==> src/rtl/idiv_pkg.sv <==
// Shared types, widths and mode codes of the 64-bit integer divider.
`default_nettype none
package idiv_pkg;
    localparam int unsigned WORD_W = 64;
    localparam int unsigned HALF_W = 32;
    localparam int unsigned OP_W   = 3;
    localparam int unsigned STEPS  = WORD_W;
    localparam int unsigned CNT_W  = $clog2(STEPS);

    typedef logic [WORD_W-1:0] t_word;
    typedef logic [OP_W-1:0]   t_op;

    localparam t_op OP_U64    = 3'd0;
    localparam t_op OP_S64    = 3'd1;
    localparam t_op OP_S64U32 = 3'd2;
    localparam t_op OP_U32    = 3'd3;
    localparam t_op OP_S32    = 3'd4;

    function automatic t_word zext32(input t_word v);
        return {{(WORD_W-HALF_W){1'b0}}, v[HALF_W-1:0]};
    endfunction

    function automatic t_word sext32(input t_word v);
        return {{(WORD_W-HALF_W){v[HALF_W-1]}}, v[HALF_W-1:0]};
    endfunction
endpackage
`default_nettype wire

==> src/rtl/idiv_in_if.sv <==
// Request channel of the divider: mode, dividend and divisor.
`default_nettype none
interface idiv_in_if;
    import idiv_pkg::*;

    logic  valid;
    logic  ready;
    t_op   op;
    t_word dividend;
    t_word divisor;

    modport source (output valid, output op, output dividend, output divisor, input ready);
    modport sink   (input valid, input op, input dividend, input divisor, output ready);
endinterface
`default_nettype wire

==> src/rtl/idiv_out_if.sv <==
// Result channel of the divider: quotient, remainder and divide-by-zero flag.
`default_nettype none
interface idiv_out_if;
    import idiv_pkg::*;

    logic  valid;
    logic  ready;
    t_word quotient;
    t_word remainder;
    logic  divide_by_zero;

    modport source (output valid, output quotient, output remainder, output divide_by_zero,
                    input ready);
    modport sink   (input valid, input quotient, input remainder, input divide_by_zero,
                    output ready);
endinterface
`default_nettype wire

==> src/rtl/integer_divider_64_core.sv <==
// Top level of the 64-bit radix-2 restoring integer divider.
// The result beat becomes valid after 64 restoring steps of the shared subtractor
// and one sign fix-up (states S_RUN, S_FIX, then S_DONE).
// A zero divisor skips the steps; its result beat is valid in the cycle after the accepting edge.
// The block takes one item at a time and holds its result until the beat is taken.
// Reset (synchronous, active low) returns the sequencer to idle; there is no clearing pass.
`default_nettype none
module integer_divider_64_core (
    input  wire logic  i_clk,
    input  wire logic  i_rst_n,
    idiv_in_if.sink    i_in,
    idiv_out_if.source o_out
);
    import idiv_pkg::*;

    typedef enum logic [1:0] {S_IDLE, S_RUN, S_FIX, S_DONE} t_state;

    t_state          r_state, n_state;
    logic [CNT_W-1:0] r_cnt, n_cnt;
    t_word           r_nq, n_nq;
    t_word           r_rem, n_rem;
    t_word           r_den, n_den;
    t_op             r_op, n_op;
    logic            r_neg_q, n_neg_q;
    logic            r_neg_r, n_neg_r;
    t_word           r_q_out, n_q_out;
    t_word           r_r_out, n_r_out;
    logic            r_dz_out, n_dz_out;

    // Operand selection at the accepting edge.
    t_word a_sel, b_sel, a_mag, b_mag;
    logic  a_signed, b_signed, a_neg, b_neg;

    // Shared restoring step.
    t_word           shifted;
    logic [WORD_W:0] diff;
    logic            ge;

    // Sign fix-up.
    t_word q_fix, r_fixv;

    always_comb begin
        a_sel    = i_in.dividend;
        b_sel    = i_in.divisor;
        a_signed = 1'b0;
        b_signed = 1'b0;
        case (i_in.op)
            OP_S64: begin
                a_signed = 1'b1;
                b_signed = 1'b1;
            end
            OP_S64U32: begin
                a_signed = 1'b1;
                b_sel    = zext32(i_in.divisor);
            end
            OP_U32: begin
                a_sel = zext32(i_in.dividend);
                b_sel = zext32(i_in.divisor);
            end
            OP_S32: begin
                a_sel    = sext32(i_in.dividend);
                b_sel    = sext32(i_in.divisor);
                a_signed = 1'b1;
                b_signed = 1'b1;
            end
            default: begin
                a_signed = 1'b0;
            end
        endcase
        a_neg = a_signed & a_sel[WORD_W-1];
        b_neg = b_signed & b_sel[WORD_W-1];
        a_mag = a_neg ? (t_word'(0) - a_sel) : a_sel;
        b_mag = b_neg ? (t_word'(0) - b_sel) : b_sel;
    end

    // A set top bit means the partial remainder already exceeds any divisor.
    always_comb begin
        shifted = {r_rem[WORD_W-2:0], r_nq[WORD_W-1]};
        diff    = {1'b0, shifted} - {1'b0, r_den};
        ge      = r_rem[WORD_W-1] | ~diff[WORD_W];
    end

    // The remainder keeps the dividend's sign, so only its magnitude needs negating.
    always_comb begin
        q_fix  = r_neg_q ? (t_word'(0) - r_nq) : r_nq;
        r_fixv = r_neg_r ? (t_word'(0) - r_rem) : r_rem;
    end

    always_comb begin
        n_state  = r_state;
        n_cnt    = r_cnt;
        n_nq     = r_nq;
        n_rem    = r_rem;
        n_den    = r_den;
        n_op     = r_op;
        n_neg_q  = r_neg_q;
        n_neg_r  = r_neg_r;
        n_q_out  = r_q_out;
        n_r_out  = r_r_out;
        n_dz_out = r_dz_out;
        unique case (r_state)
            S_IDLE: begin
                if (i_in.valid) begin
                    n_op    = i_in.op;
                    n_nq    = a_mag;
                    n_den   = b_mag;
                    n_rem   = '0;
                    n_neg_q = a_neg ^ b_neg;
                    n_neg_r = a_neg;
                    n_cnt   = '1;
                    if (b_sel == '0) begin
                        n_q_out  = '0;
                        n_r_out  = a_sel;
                        n_dz_out = 1'b1;
                        n_state  = S_DONE;
                    end else begin
                        n_state = S_RUN;
                    end
                end
            end
            S_RUN: begin
                n_rem = ge ? diff[WORD_W-1:0] : shifted;
                n_nq  = {r_nq[WORD_W-2:0], ge};
                n_cnt = r_cnt - 1'b1;
                if (r_cnt == '0) begin
                    n_state = S_FIX;
                end
            end
            S_FIX: begin
                n_dz_out = 1'b0;
                n_q_out  = q_fix;
                n_r_out  = r_fixv;
                case (r_op)
                    OP_S64U32: n_r_out = zext32(r_fixv);
                    OP_S32: begin
                        n_q_out = sext32(q_fix);
                        n_r_out = sext32(r_fixv);
                    end
                    default: n_r_out = r_fixv;
                endcase
                n_state = S_DONE;
            end
            S_DONE: begin
                if (o_out.ready) begin
                    n_state = S_IDLE;
                end
            end
            default: n_state = S_IDLE;
        endcase
    end

    always_ff @(posedge i_clk) begin
        if (!i_rst_n) begin
            r_state <= S_IDLE;
            r_cnt   <= '0;
        end else begin
            r_state <= n_state;
            r_cnt   <= n_cnt;
        end
        r_nq     <= n_nq;
        r_rem    <= n_rem;
        r_den    <= n_den;
        r_op     <= n_op;
        r_neg_q  <= n_neg_q;
        r_neg_r  <= n_neg_r;
        r_q_out  <= n_q_out;
        r_r_out  <= n_r_out;
        r_dz_out <= n_dz_out;
    end

    assign i_in.ready           = (r_state == S_IDLE);
    assign o_out.valid          = (r_state == S_DONE);
    assign o_out.quotient       = r_q_out;
    assign o_out.remainder      = r_r_out;
    assign o_out.divide_by_zero = r_dz_out;
endmodule
`default_nettype wire

==> src/flat_wrapper.sv <==
// flat-port wrapper written by rule: the top's interface ports become plain ports
module integer_divider_64_core_flat import idiv_pkg::*;
  (i_clk, i_rst_n, i_in_valid, i_in_op, i_in_dividend, i_in_divisor, i_in_ready, o_out_valid, o_out_quotient, o_out_remainder, o_out_divide_by_zero, o_out_ready);
  idiv_in_if i_in_i ();
  idiv_out_if o_out_i ();
  input  wire logic i_clk;
  input  wire logic i_rst_n;
  input wire logic [$bits(i_in_i.valid)-1:0] i_in_valid;
  input wire logic [$bits(i_in_i.op)-1:0] i_in_op;
  input wire logic [$bits(i_in_i.dividend)-1:0] i_in_dividend;
  input wire logic [$bits(i_in_i.divisor)-1:0] i_in_divisor;
  output wire logic [$bits(i_in_i.ready)-1:0] i_in_ready;
  output wire logic [$bits(o_out_i.valid)-1:0] o_out_valid;
  output wire logic [$bits(o_out_i.quotient)-1:0] o_out_quotient;
  output wire logic [$bits(o_out_i.remainder)-1:0] o_out_remainder;
  output wire logic [$bits(o_out_i.divide_by_zero)-1:0] o_out_divide_by_zero;
  input wire logic [$bits(o_out_i.ready)-1:0] o_out_ready;
  assign i_in_i.valid = i_in_valid;
  assign i_in_i.op = i_in_op;
  assign i_in_i.dividend = i_in_dividend;
  assign i_in_i.divisor = i_in_divisor;
  assign i_in_ready = i_in_i.ready;
  assign o_out_valid = o_out_i.valid;
  assign o_out_quotient = o_out_i.quotient;
  assign o_out_remainder = o_out_i.remainder;
  assign o_out_divide_by_zero = o_out_i.divide_by_zero;
  assign o_out_i.ready = o_out_ready;
  integer_divider_64_core u_core (.i_clk(i_clk), .i_rst_n(i_rst_n), .i_in(i_in_i), .o_out(o_out_i));
endmodule
==> config.mk <==
export PLATFORM = sky130hd
export DESIGN_NAME = integer_divider_64_core_flat
export DESIGN_NICKNAME = d
export VERILOG_FILES = /design/src/rtl/idiv_pkg.sv /design/src/rtl/idiv_in_if.sv /design/src/rtl/idiv_out_if.sv /design/src/rtl/integer_divider_64_core.sv /design/src/flat_wrapper.sv
export SDC_FILE = /design/constraint.sdc
export NUM_CORES = 1
export LEC_CHECK = 0
export BUFFER_PORTS_ARGS = -buffer_cell sky130_fd_sc_hd__clkbuf_2
export CORE_MARGIN = 2
export CORE_UTILIZATION = 45
export CTS_CLUSTER_SIZE = 8
export DETAILED_ROUTE_END_ITERATION = 16
export HOLD_SLACK_MARGIN = 0.02
export SYNTH_ARGS = -nofsm -noshare
export SYNTH_HDL_FRONTEND = slang
export SYNTH_SLANG_ARGS = --single-unit
==> constraint.sdc <==
create_clock -name i_clk -period 13.14 [get_ports i_clk]
set_input_delay 1.314 -clock i_clk [delete_from_list [all_inputs] [get_ports i_clk]]
set_output_delay 1.314 -clock i_clk [all_outputs]
set_load 0.01 [all_outputs]
# Yosys cells after proc, flatten, opt, wreduce, memory -nomap -nowiden
# Index checks and enable logic that the tools add are counted.
dict set report word_totals {
  reg_bits 334
  wordCells 78
}
dict set report op_classes {
  addsub 6
  eq_ne 13
  muxes 31
  bitwise 5
  n_reduce_logical 12
}
# operator count
set ops {}
lappend ops {{64-bit one-hot mux with 2 select lines} 7}
lappend ops {{64-bit 2-to-1 mux} 12}
lappend ops {{1-bit by 64-bit subtractor with 64-bit output (first input constant)} 4}
lappend ops {{64-bit by 64-bit subtractor with 65-bit output} 1}
lappend ops {{64-bit logical NOT} 1}
lappend ops {{6-bit one-hot mux with 2 select lines} 1}
lappend ops {{3-bit by 2-bit == test with 1-bit output (second input constant)} 3}
lappend ops {{2-bit 2-to-1 mux} 4}
lappend ops {{2-bit one-hot mux with 4 select lines} 1}
lappend ops {{3-bit == test (second input constant)} 2}
lappend ops {{6-bit logical NOT} 1}
lappend ops {{6-bit 2-to-1 mux} 1}
lappend ops {{2-bit by 1-bit inequality test with 1-bit output (second input constant)} 3}
lappend ops {{3-bit AND reduction} 2}
lappend ops {{6-bit by 1-bit subtractor with 6-bit output (second input constant)} 1}
lappend ops {{2-bit == test (second input constant)} 2}
lappend ops {{1-bit 2-to-1 mux} 4}
lappend ops {{2-bit AND reduction} 2}
lappend ops {{2-bit nonzero test} 2}
lappend ops {{2-bit OR reduction} 2}
lappend ops {{3-bit by 1-bit == test with 1-bit output (second input constant)} 1}
lappend ops {{3-bit OR reduction} 1}
lappend ops {{1-bit bitwise AND} 2}
lappend ops {{2-bit by 1-bit == test with 1-bit output (second input constant)} 1}
lappend ops {{other kinds (6)} 6}

# Logic depth before layout (Yosys ltp)
# Gate-level depths: netlist (run 1).
dict set report depth {
  ltp_word 7
  mapped_depth 15
}

# Least setup slack after synthesis (run 1)
# No wires, ideal clock.
dict set report synth_timing {
  path_type {reg-to-reg}
  from {reg u_core.r_state[0]}
  to {reg u_core.r_dz_out, in the netlist u_core.o_out.divide_by_zero, enable pin}
  setup_time_ns 0.796
  arrival_time_ns 10.336
  required_ns 12.344
  path_slack_ns 2.008
  path_stages_with_launch 8
  n_path_buf 3
  period_less_slack_ns 11.132
  cell_sequence {dfxtp_1 -> inv_1 -> ha_1 -> clkbuf_1 -> inv_1 -> clkbuf_1 -> buf_1 -> o21ai_0}
}
dict set report synth_via {
  elab_chain_len 3
  word_cells_on_any_way 6
  cone_classes {3 x eq/ne; 3 x reduce/logical}
}
# item line
set synth_lines {}
lappend synth_lines {{start, declared} integer_divider_64_core.sv:18} ;# t_state r_state, n_state;
lappend synth_lines {{start signal, assigned} integer_divider_64_core.sv:157} ;# r_state <= n_state;
lappend synth_lines {{2-bit logical NOT / 2-bit == test (equally long branches)} integer_divider_64_core.sv:101} ;# unique case (r_state)
lappend synth_lines {{2-bit by 1-bit inequality test with 1-bit output (no line) (tied with other cells)} n/a}
lappend synth_lines {{3-bit AND reduction (no line) (*)} n/a}
lappend synth_lines {{end signal, assigned} integer_divider_64_core.sv:168} ;# r_dz_out <= n_dz_out;
lappend synth_lines {{end, declared} integer_divider_64_core.sv:28} ;# logic r_dz_out, n_dz_out;
# Every way passes the cells marked *; elsewhere a longest branch is shown, timed or not.
# A chain may end at the register's enable or synchronous reset.

# Worst setup path after layout (run 1)
dict set report layout_timing {
  from {in i_in_divisor[20]}
  to {reg u_core.r_q_out[9], in the netlist u_core.o_out.quotient[9], enable pin}
}
dict set report layout_via {
  elab_chain_len 4
}
# item line
set layout_lines {}
lappend layout_lines {{start, declared} flat_wrapper.sv:11} ;# input wire logic [$bits(i_in_i.divisor)-1:0] i_in_divisor;
lappend layout_lines {{64-bit one-hot mux with 2 select lines} integer_divider_64_core.sv:47} ;# case (i_in.op)
lappend layout_lines {{64-bit logical NOT} integer_divider_64_core.sv:111} ;# if (b_sel == '0) begin
lappend layout_lines {{2-bit by 1-bit inequality test with 1-bit output (no line)} n/a}
lappend layout_lines {{3-bit AND reduction (no line)} n/a}
lappend layout_lines {{end signal, assigned} integer_divider_64_core.sv:166} ;# r_q_out <= n_q_out;
lappend layout_lines {{end, declared} integer_divider_64_core.sv:26} ;# t_word r_q_out, n_q_out;
# No other way between the ends.

==> flow_summary_export.csv, run 1 <==
group,metric,value,unit
worst_setup_path,path_delay_family,"simple AND/OR/NAND/NOR gates",
finish,syn2layout_area_growth,13.3,%
timing,finalHoldViolations,0,
synthesis,syn_avg_cell_area,9.06,µm²
clock_network,h-tree-depth,2,
worst_setup_path,crit-reg2reg-launch,"u_core.r_rem[20]$_SDFFCE_PN0P_",
worst_setup_path,crit_path_max_incr_delay,0.81,ns
clock_network,cts_buffers,47,
outcome,status,"complete, no violations",
worst_setup_path,path_max_fanout,79,
hold_path,min_path_cells,1,
placed_design,gp_congestion,0.948,
routing,detail-route-antenna-nets,0,
clock_network,clockRootBuffer,"clkbuf_16",
floorplanning,core,51400,µm²
worst_setup_path,cpMaxStageDelayCell,"buf_4",
clock_network,cts_setup_buffers,0,
grt,overflow,0,
timing,finalCritPeriodShare,47.3,%
pwr,fin_total_pwr,0.00614,W
timing,setup_viol,0,
synthesis,synth.top_cells.by_area,"edfxtp_1, a21oi_1, xnor2_1",
worst_setup_path,worst-setup-path-type,"in2reg",
clock_network,cts_max_path_buffers,3,
placed_design,hpwl,53600,µm
synthesis,synthCells,2585,
grt,antenna_found_initial,0,
timing,whs,0.535,ns
synthesis,yosys.area_share.simple,16.8,%
clock_network,clk_latency,0.58,ns
clock_network,ctsResizeCount,0,
routing,drt-pass1-iter-count,6,
worst_setup_path,crit_buf_inv,3,
pwr,ir_drop,0.117,mV
synthesis,netlist.area_leader.share,41.8,%
synthesis,ys_async_sr_fraction,0,%
worst_setup_path,crit_start,"i_in_divisor[20]",
worst_setup_path,start_kind,"input pin",
synthesis,synth_xor_area_share,11.2,%
timing,tightest_slew,1.12,ns
finish,drive_above_1_share,14.6,%
worst_setup_path,critical_path.most_common_cell,"or4_1",
finish,diodes,0,
synthesis,synth_top_area_cell,"edfxtp_1",
pwr,powerDensity,232,nW/µm²
clock_network,cts.sinks,334,
floorplanning,die_area,53900,µm²
synthesis,synth_mux_area_share,2.07,%
routing,drt_iter0_markers,1749,
timing,maxSlewViolCount,0,
synthesis,synthTopCellsByCount,"nand2_1, edfxtp_1, a21oi_1",
synthesis,ys_ff_latch,334,
synthesis,synth_edf_count,326,
placed_design,placed_area,25300,µm²
floorplanning,start_util,45.5,%
clock_network,cts_tree,"yes",
worst_setup_path,crit_required,13.34,ns
worst_setup_path,cp_num_cells,11,
grt,grt_max_degree,80,
grt,grt.total_usage,25.5,%
synthesis,synth_ff_type,"edfxtp_1",
worst_setup_path,cp-end-kind,"register",
clock_network,holdBufCountCts,0,
worst_setup_path,worstRegToRegCells,10,
timing,period_needed,6.21,ns
worst_setup_path,crit_chain,"clkbuf_2 > or4_1 > or4_1 > nor4_1 > nand4b_1 > or4_1 > nor3_1 > nand3_1 > o21ai_4 > buf_4 > buf_4",
routing,routed_via_density,5.78,
synthesis,synth_top_family_by_area,"compound AO/OA/AOI/OAI gates",
worst_setup_path,cp.arrival,6.41,ns
floorplanning,die_w,232,µm
synthesis,synth_compound_area_share,19.5,%
floorplanning,ios,266,
synthesis,synth_area,23400,µm²
job,maxCapViolCount,0,
finish,layout.nets,2992,
routing,wl_per_cell,20.1,µm
synthesis,yosysSeqAreaShare,42.5,%
placed_design,io_buffers,265,
timing,rsz0062_at_grt,"false",
timing,fmax,161,MHz
synthesis,ys_types,78,
routing,drc,0,
floorplanning,fp.dieH,232,µm
timing,finClkSkew,0.0200,ns
grt,grt_pass1_wl,108000,µm
finish,design_area,26500,µm²
synthesis,synth.most_common_cell,"nand2_1",
grt,first_global_vias,18600,
pwr,p_leak,10.2,nW
floorplanning,rows,83,
hold_path,min_path_type,"reg2reg",
timing,worst_slew_margin_rel,25.1,%
routing,wl,69900,µm
routing,vias,20100,
synthesis,syn_nets,2795,
synthesis,yosysWarnings,0,
synthesis,synth_fa_ha_area_share,4.04,%
timing,finalSetupTns,0,ns
hold_path,worstHoldStart,"u_core.r_cnt[1]$_SDFFE_PN0P_",
clock_network,clk_pin_slew,0.05,ns
routing by layer:
layer	GRT usage, %	wire length, µm	up-vias
met5	0	0	-
met4	6.63	1500	0
met3	3.12	4310	83
met2	39.0	31000	688
met1	38.2	33100	9475
li1	-	-	9844
power by group:
part / switching (W) / total (W) / leakage, nW / internal (W)
logic: 0.00186 / 0.00294 / 6.37 / 0.00108
clock network: 0.000446 / 0.00108 / 0.605 / 0.000637
registers: 0.000393 / 0.00212 / 3.19 / 0.00172
final timing paths:
check,endpoint,slack (ns)
setup / recovery,u_core.o_out.quotient[9]$_SDFFCE_PN0P_,6.93
hold / removal,u_core.r_cnt[1]$_SDFFE_PN0P_,0.53
setup reg to reg,u_core.o_out.remainder[35]$_DFFE_PP_,8.36
hold reg to reg,u_core.r_cnt[1]$_SDFFE_PN0P_,0.53
cell type report:
cell class	count	area [µm²]
Fill cell	4878	24900
Multi-Input combinational cell	2009	12600
Sequential cell	334	9950
Timing Repair Buffer	287	1490
Clock buffer	57	1210
Tap cell	680	851
Inverter	103	387
Clock inverter	3	26.3
registers in the layout, summed over array words and instances (netlist names), 2 cells and up:
register                flops
u_core.r_nq                64
u_core.r_op                 3
u_core.o_out.quotient      64
u_core.r_den               64
u_core.o_out.remainder     64
u_core.r_state              2
u_core.r_cnt                6
u_core.r_rem               64
logic make-up (layout without fill, tap and decap cells):
group	after synthesis	after routing
fa+ha+maj	75	75
compound gates	753	753
simple gates	837	837
flops	334	334
buf+inv	242	450
mux	44	44
xor+xnor	300	300
metrics by stage:
| step | util [%] | setup WS [ns] | instances |
|---|---|---|---|
| global placement | 49.2 | 6.22 | 3413 |
| detailed placement | 49.2 | 6.14 | 3413 |
| floorplan | - | 2.01 | 2585 |
| finish | 51.6 | 6.93 | 3473 |
| CTS | 51.6 | 6.76 | 3473 |
| global route | 51.6 | 6.53 | 3473 |
placed cells by master (no fill, tap or decap), drive strengths merged, types with 28 or more instances in the layout:
cell type and count:
xnor2 150, or3 35, a21oi 266, o31ai 59
nor3 49, nand2 337, nand3 44, mux2 36
o41ai 28, clkbuf 322, nor2 195, edfxtp 326
o21ai 216, a21o 28, or4 34, ha 74
inv 106, xor2 150
(Power assumes the default switching activity.)
==> run 2, diff against run 1 <==
Clock period 13.14 ns to 6.12 ns, I/O delays scaled along.
==> run 2 against run 1 <==
Compared with the run above: critical path depth shrank 1; global-route usage shrank 0.22 points; via count shrank 0.14%; combinational power grew 120%; critical path type is now reg2reg.
==> flow_summary_export.csv, run 2 (same netlist as run 1, synthesis figures left out) <==
group,metric,value,unit
clock_network,h-tree-depth,2,
grt,overflow,0,
timing,period_needed,4.46,ns
hold_path,min_path_type,"in2reg",
worst_setup_path,cp.arrival,4.74,ns
timing,finalSetupTns,0,ns
timing,tightest_slew,1.10,ns
finish,diodes,0,
finish,final_common_cell,"nand2_1",
timing,maxSlewViolCount,0,
worst_setup_path,path_max_fanout,32,
pwr,switching_share,43.8,%
placed_design,gp_congestion,0.944,
placed_design,hpwl,53300,µm
grt,grt_pass1_wl,107000,µm
clock_network,clk_latency,0.58,ns
finish,fillers,4832,
floorplanning,core,51400,µm²
pwr,p_seq_share,34.3,%
floorplanning,die_area,53900,µm²
timing,finClkSkew,0.0165,ns
job,maxCapViolCount,0,
clock_network,cts_max_path_buffers,3,
worst_setup_path,start_kind,"register",
pwr,p_leak,10.2,nW
finish,syn2layout_area_growth,13.8,%
worst_setup_path,crit_required,6.39,ns
pwr,intPower,0.00745,W
clock_network,clk_pin_slew,0.05,ns
routing,drt_iter0_markers,1730,
routing,routed_via_density,5.77,
floorplanning,die_w,232,µm
clock_network,cts.sinks,334,
placed_design,dp_cells,3417,
pwr,p_clk_share,17.9,%
finish,drive_above_1_share,14.8,%
timing,finalHoldViolations,0,
clock_network,clockRootBuffer,"clkbuf_16",
grt,first_global_vias,18900,
clock_network,holdBufCountCts,0,
clock_network,cts_tree,"yes",
timing,rsz0062_at_grt,"false",
grt,antenna_found_initial,0,
pwr,pwr-share-comb,47.8,%
routing,wl,69400,µm
floorplanning,start_util,45.5,%
routing,drc,0,
timing,fmax,224,MHz
timing,worst_slew_margin_rel,26.1,%
outcome,status,"complete, no violations",
worst_setup_path,worst-setup-path-type,"reg2reg",
finish,mostFrequentLayoutCells,"nand2_1, edfxtp_1, clkbuf_2, a21oi_1, o21ai_0",
pwr,ir_drop,0.274,mV
grt,grt.total_usage,25.3,%
clock_network,cts_buffers,48,
finish,layout.nets,2997,
pwr,powerDensity,497,nW/µm²
clock_network,ctsResizeCount,0,
timing,setup_viol,0,
floorplanning,rows,83,
grt,grt_max_degree,73,
floorplanning,ios,266,
finish,final_cells,3479,
clock_network,cts_setup_buffers,0,
routing,drt-pass1-iter-count,6,
routing,vias,20100,
pwr,p_sw,0.00580,W
routing,wl_per_cell,19.9,µm
worst_setup_path,worstRegToRegCells,10,
placed_design,io_buffers,265,
floorplanning,fp.dieH,232,µm
timing,finalCritPeriodShare,72.9,%
worst_setup_path,cp-end-kind,"register",
hold_path,min_path_cells,1,
routing,detail-route-antenna-nets,0,
[run 2: cell types whose count changed in the layout (fill, tap and decap cells not counted)]
cell | previous run | this run
clkinv_4 | 0 | 1
inv_6 | 3 | 2
clkinv_16 | 0 | 1
buf_4 | 22 | 23
buf_12 | 0 | 3
clkbuf_1 | 10 | 9
clkinv_1 | 0 | 1
clkbuf_16 | 47 | 48
[run 2: area by class of cell]
type / count / area (µm²) / share of cell area [%]
multi-input combinational: 2009 / 12600 / 47.3
tap: 680 / 851 / 3.19
inverter: 103 / 387 / 1.45
timing repair buffer: 291 / 1560 / 5.85
sequential: 334 / 9950 / 37.3
clock buffer: 57 / 1230 / 4.63
clock inverter: 5 / 60.1 / 0.225
[run 2: power groups by stage]
| stage | clock (W) | combinational [W] | sequential, W |
|---|---|---|---|
| 2_1_floorplan | 0 | 0.00471 | 0.00433 |
| 3_3_place_gp | 0 | 0.00622 | 0.00451 |
| 3_5_place_dp | 0 | 0.00625 | 0.00455 |
| 4_1_cts | 0.00242 | 0.00628 | 0.00451 |
| 5_1_grt | 0.00251 | 0.00704 | 0.00463 |
| 6_report | 0.00238 | 0.00634 | 0.00454 |
[run 2: path summary, 6_finish.rpt]
path | startpoint | end | slack [ns]
setup / recovery | u_core.r_rem[19]$_SDFFCE_PN0P_ | u_core.o_out.remainder[55]$_DFFE_PP_ | 1.66
hold / removal | i_in_divisor[0] | u_core.r_den[0]$_DFFE_PP_ | 0.30
setup reg to reg | u_core.r_rem[19]$_SDFFCE_PN0P_ | u_core.o_out.remainder[55]$_DFFE_PP_ | 1.66
hold reg to reg | u_core.r_cnt[1]$_SDFFE_PN0P_ | u_core.r_cnt[1]$_SDFFE_PN0P_ | 0.54
[run 2: stage by stage]
| stage | hold slack (ns) | instance area (µm²) | utilization, % | total power, W | setup WS [ns] |
|---|---|---|---|---|---|
| 4_1_cts | 0.261 | 26600 | 51.8 | 0.0132 | 1.66 |
| 2_1_floorplan | 0.495 | 23400 | - | 0.00904 | 0.732 |
| 3_5_place_dp | 0.529 | 25400 | 49.3 | 0.0108 | 1.20 |
| 6_report | 0.297 | 26600 | 51.8 | 0.0133 | 1.66 |
| 5_1_grt | 0.287 | 26600 | 51.8 | 0.0142 | 1.41 |
| 3_3_place_gp | 0.511 | 25400 | 49.3 | 0.0107 | 1.27 |
[run 2: metal layers]
layer	GRT usage, %	wire (µm)	up-vias
met1	37.3	32900	9396
li1	-	-	9841
met4	7.49	1880	0
met3	2.89	4110	118
met2	39.0	30500	707
met5	0	0	-
[run 2: critical path: stages, from the launching register on]
cell and delay, ns:
edfxtp_1 0.49, or4_1 0.62, nor4_2 0.25, or4b_1 0.50, or3_1 0.38, or2_0 0.34
o31ai_1 0.28, xor2_1 0.16, nand2_1 0.09, nand2_1 0.85, a22oi_1 0.19
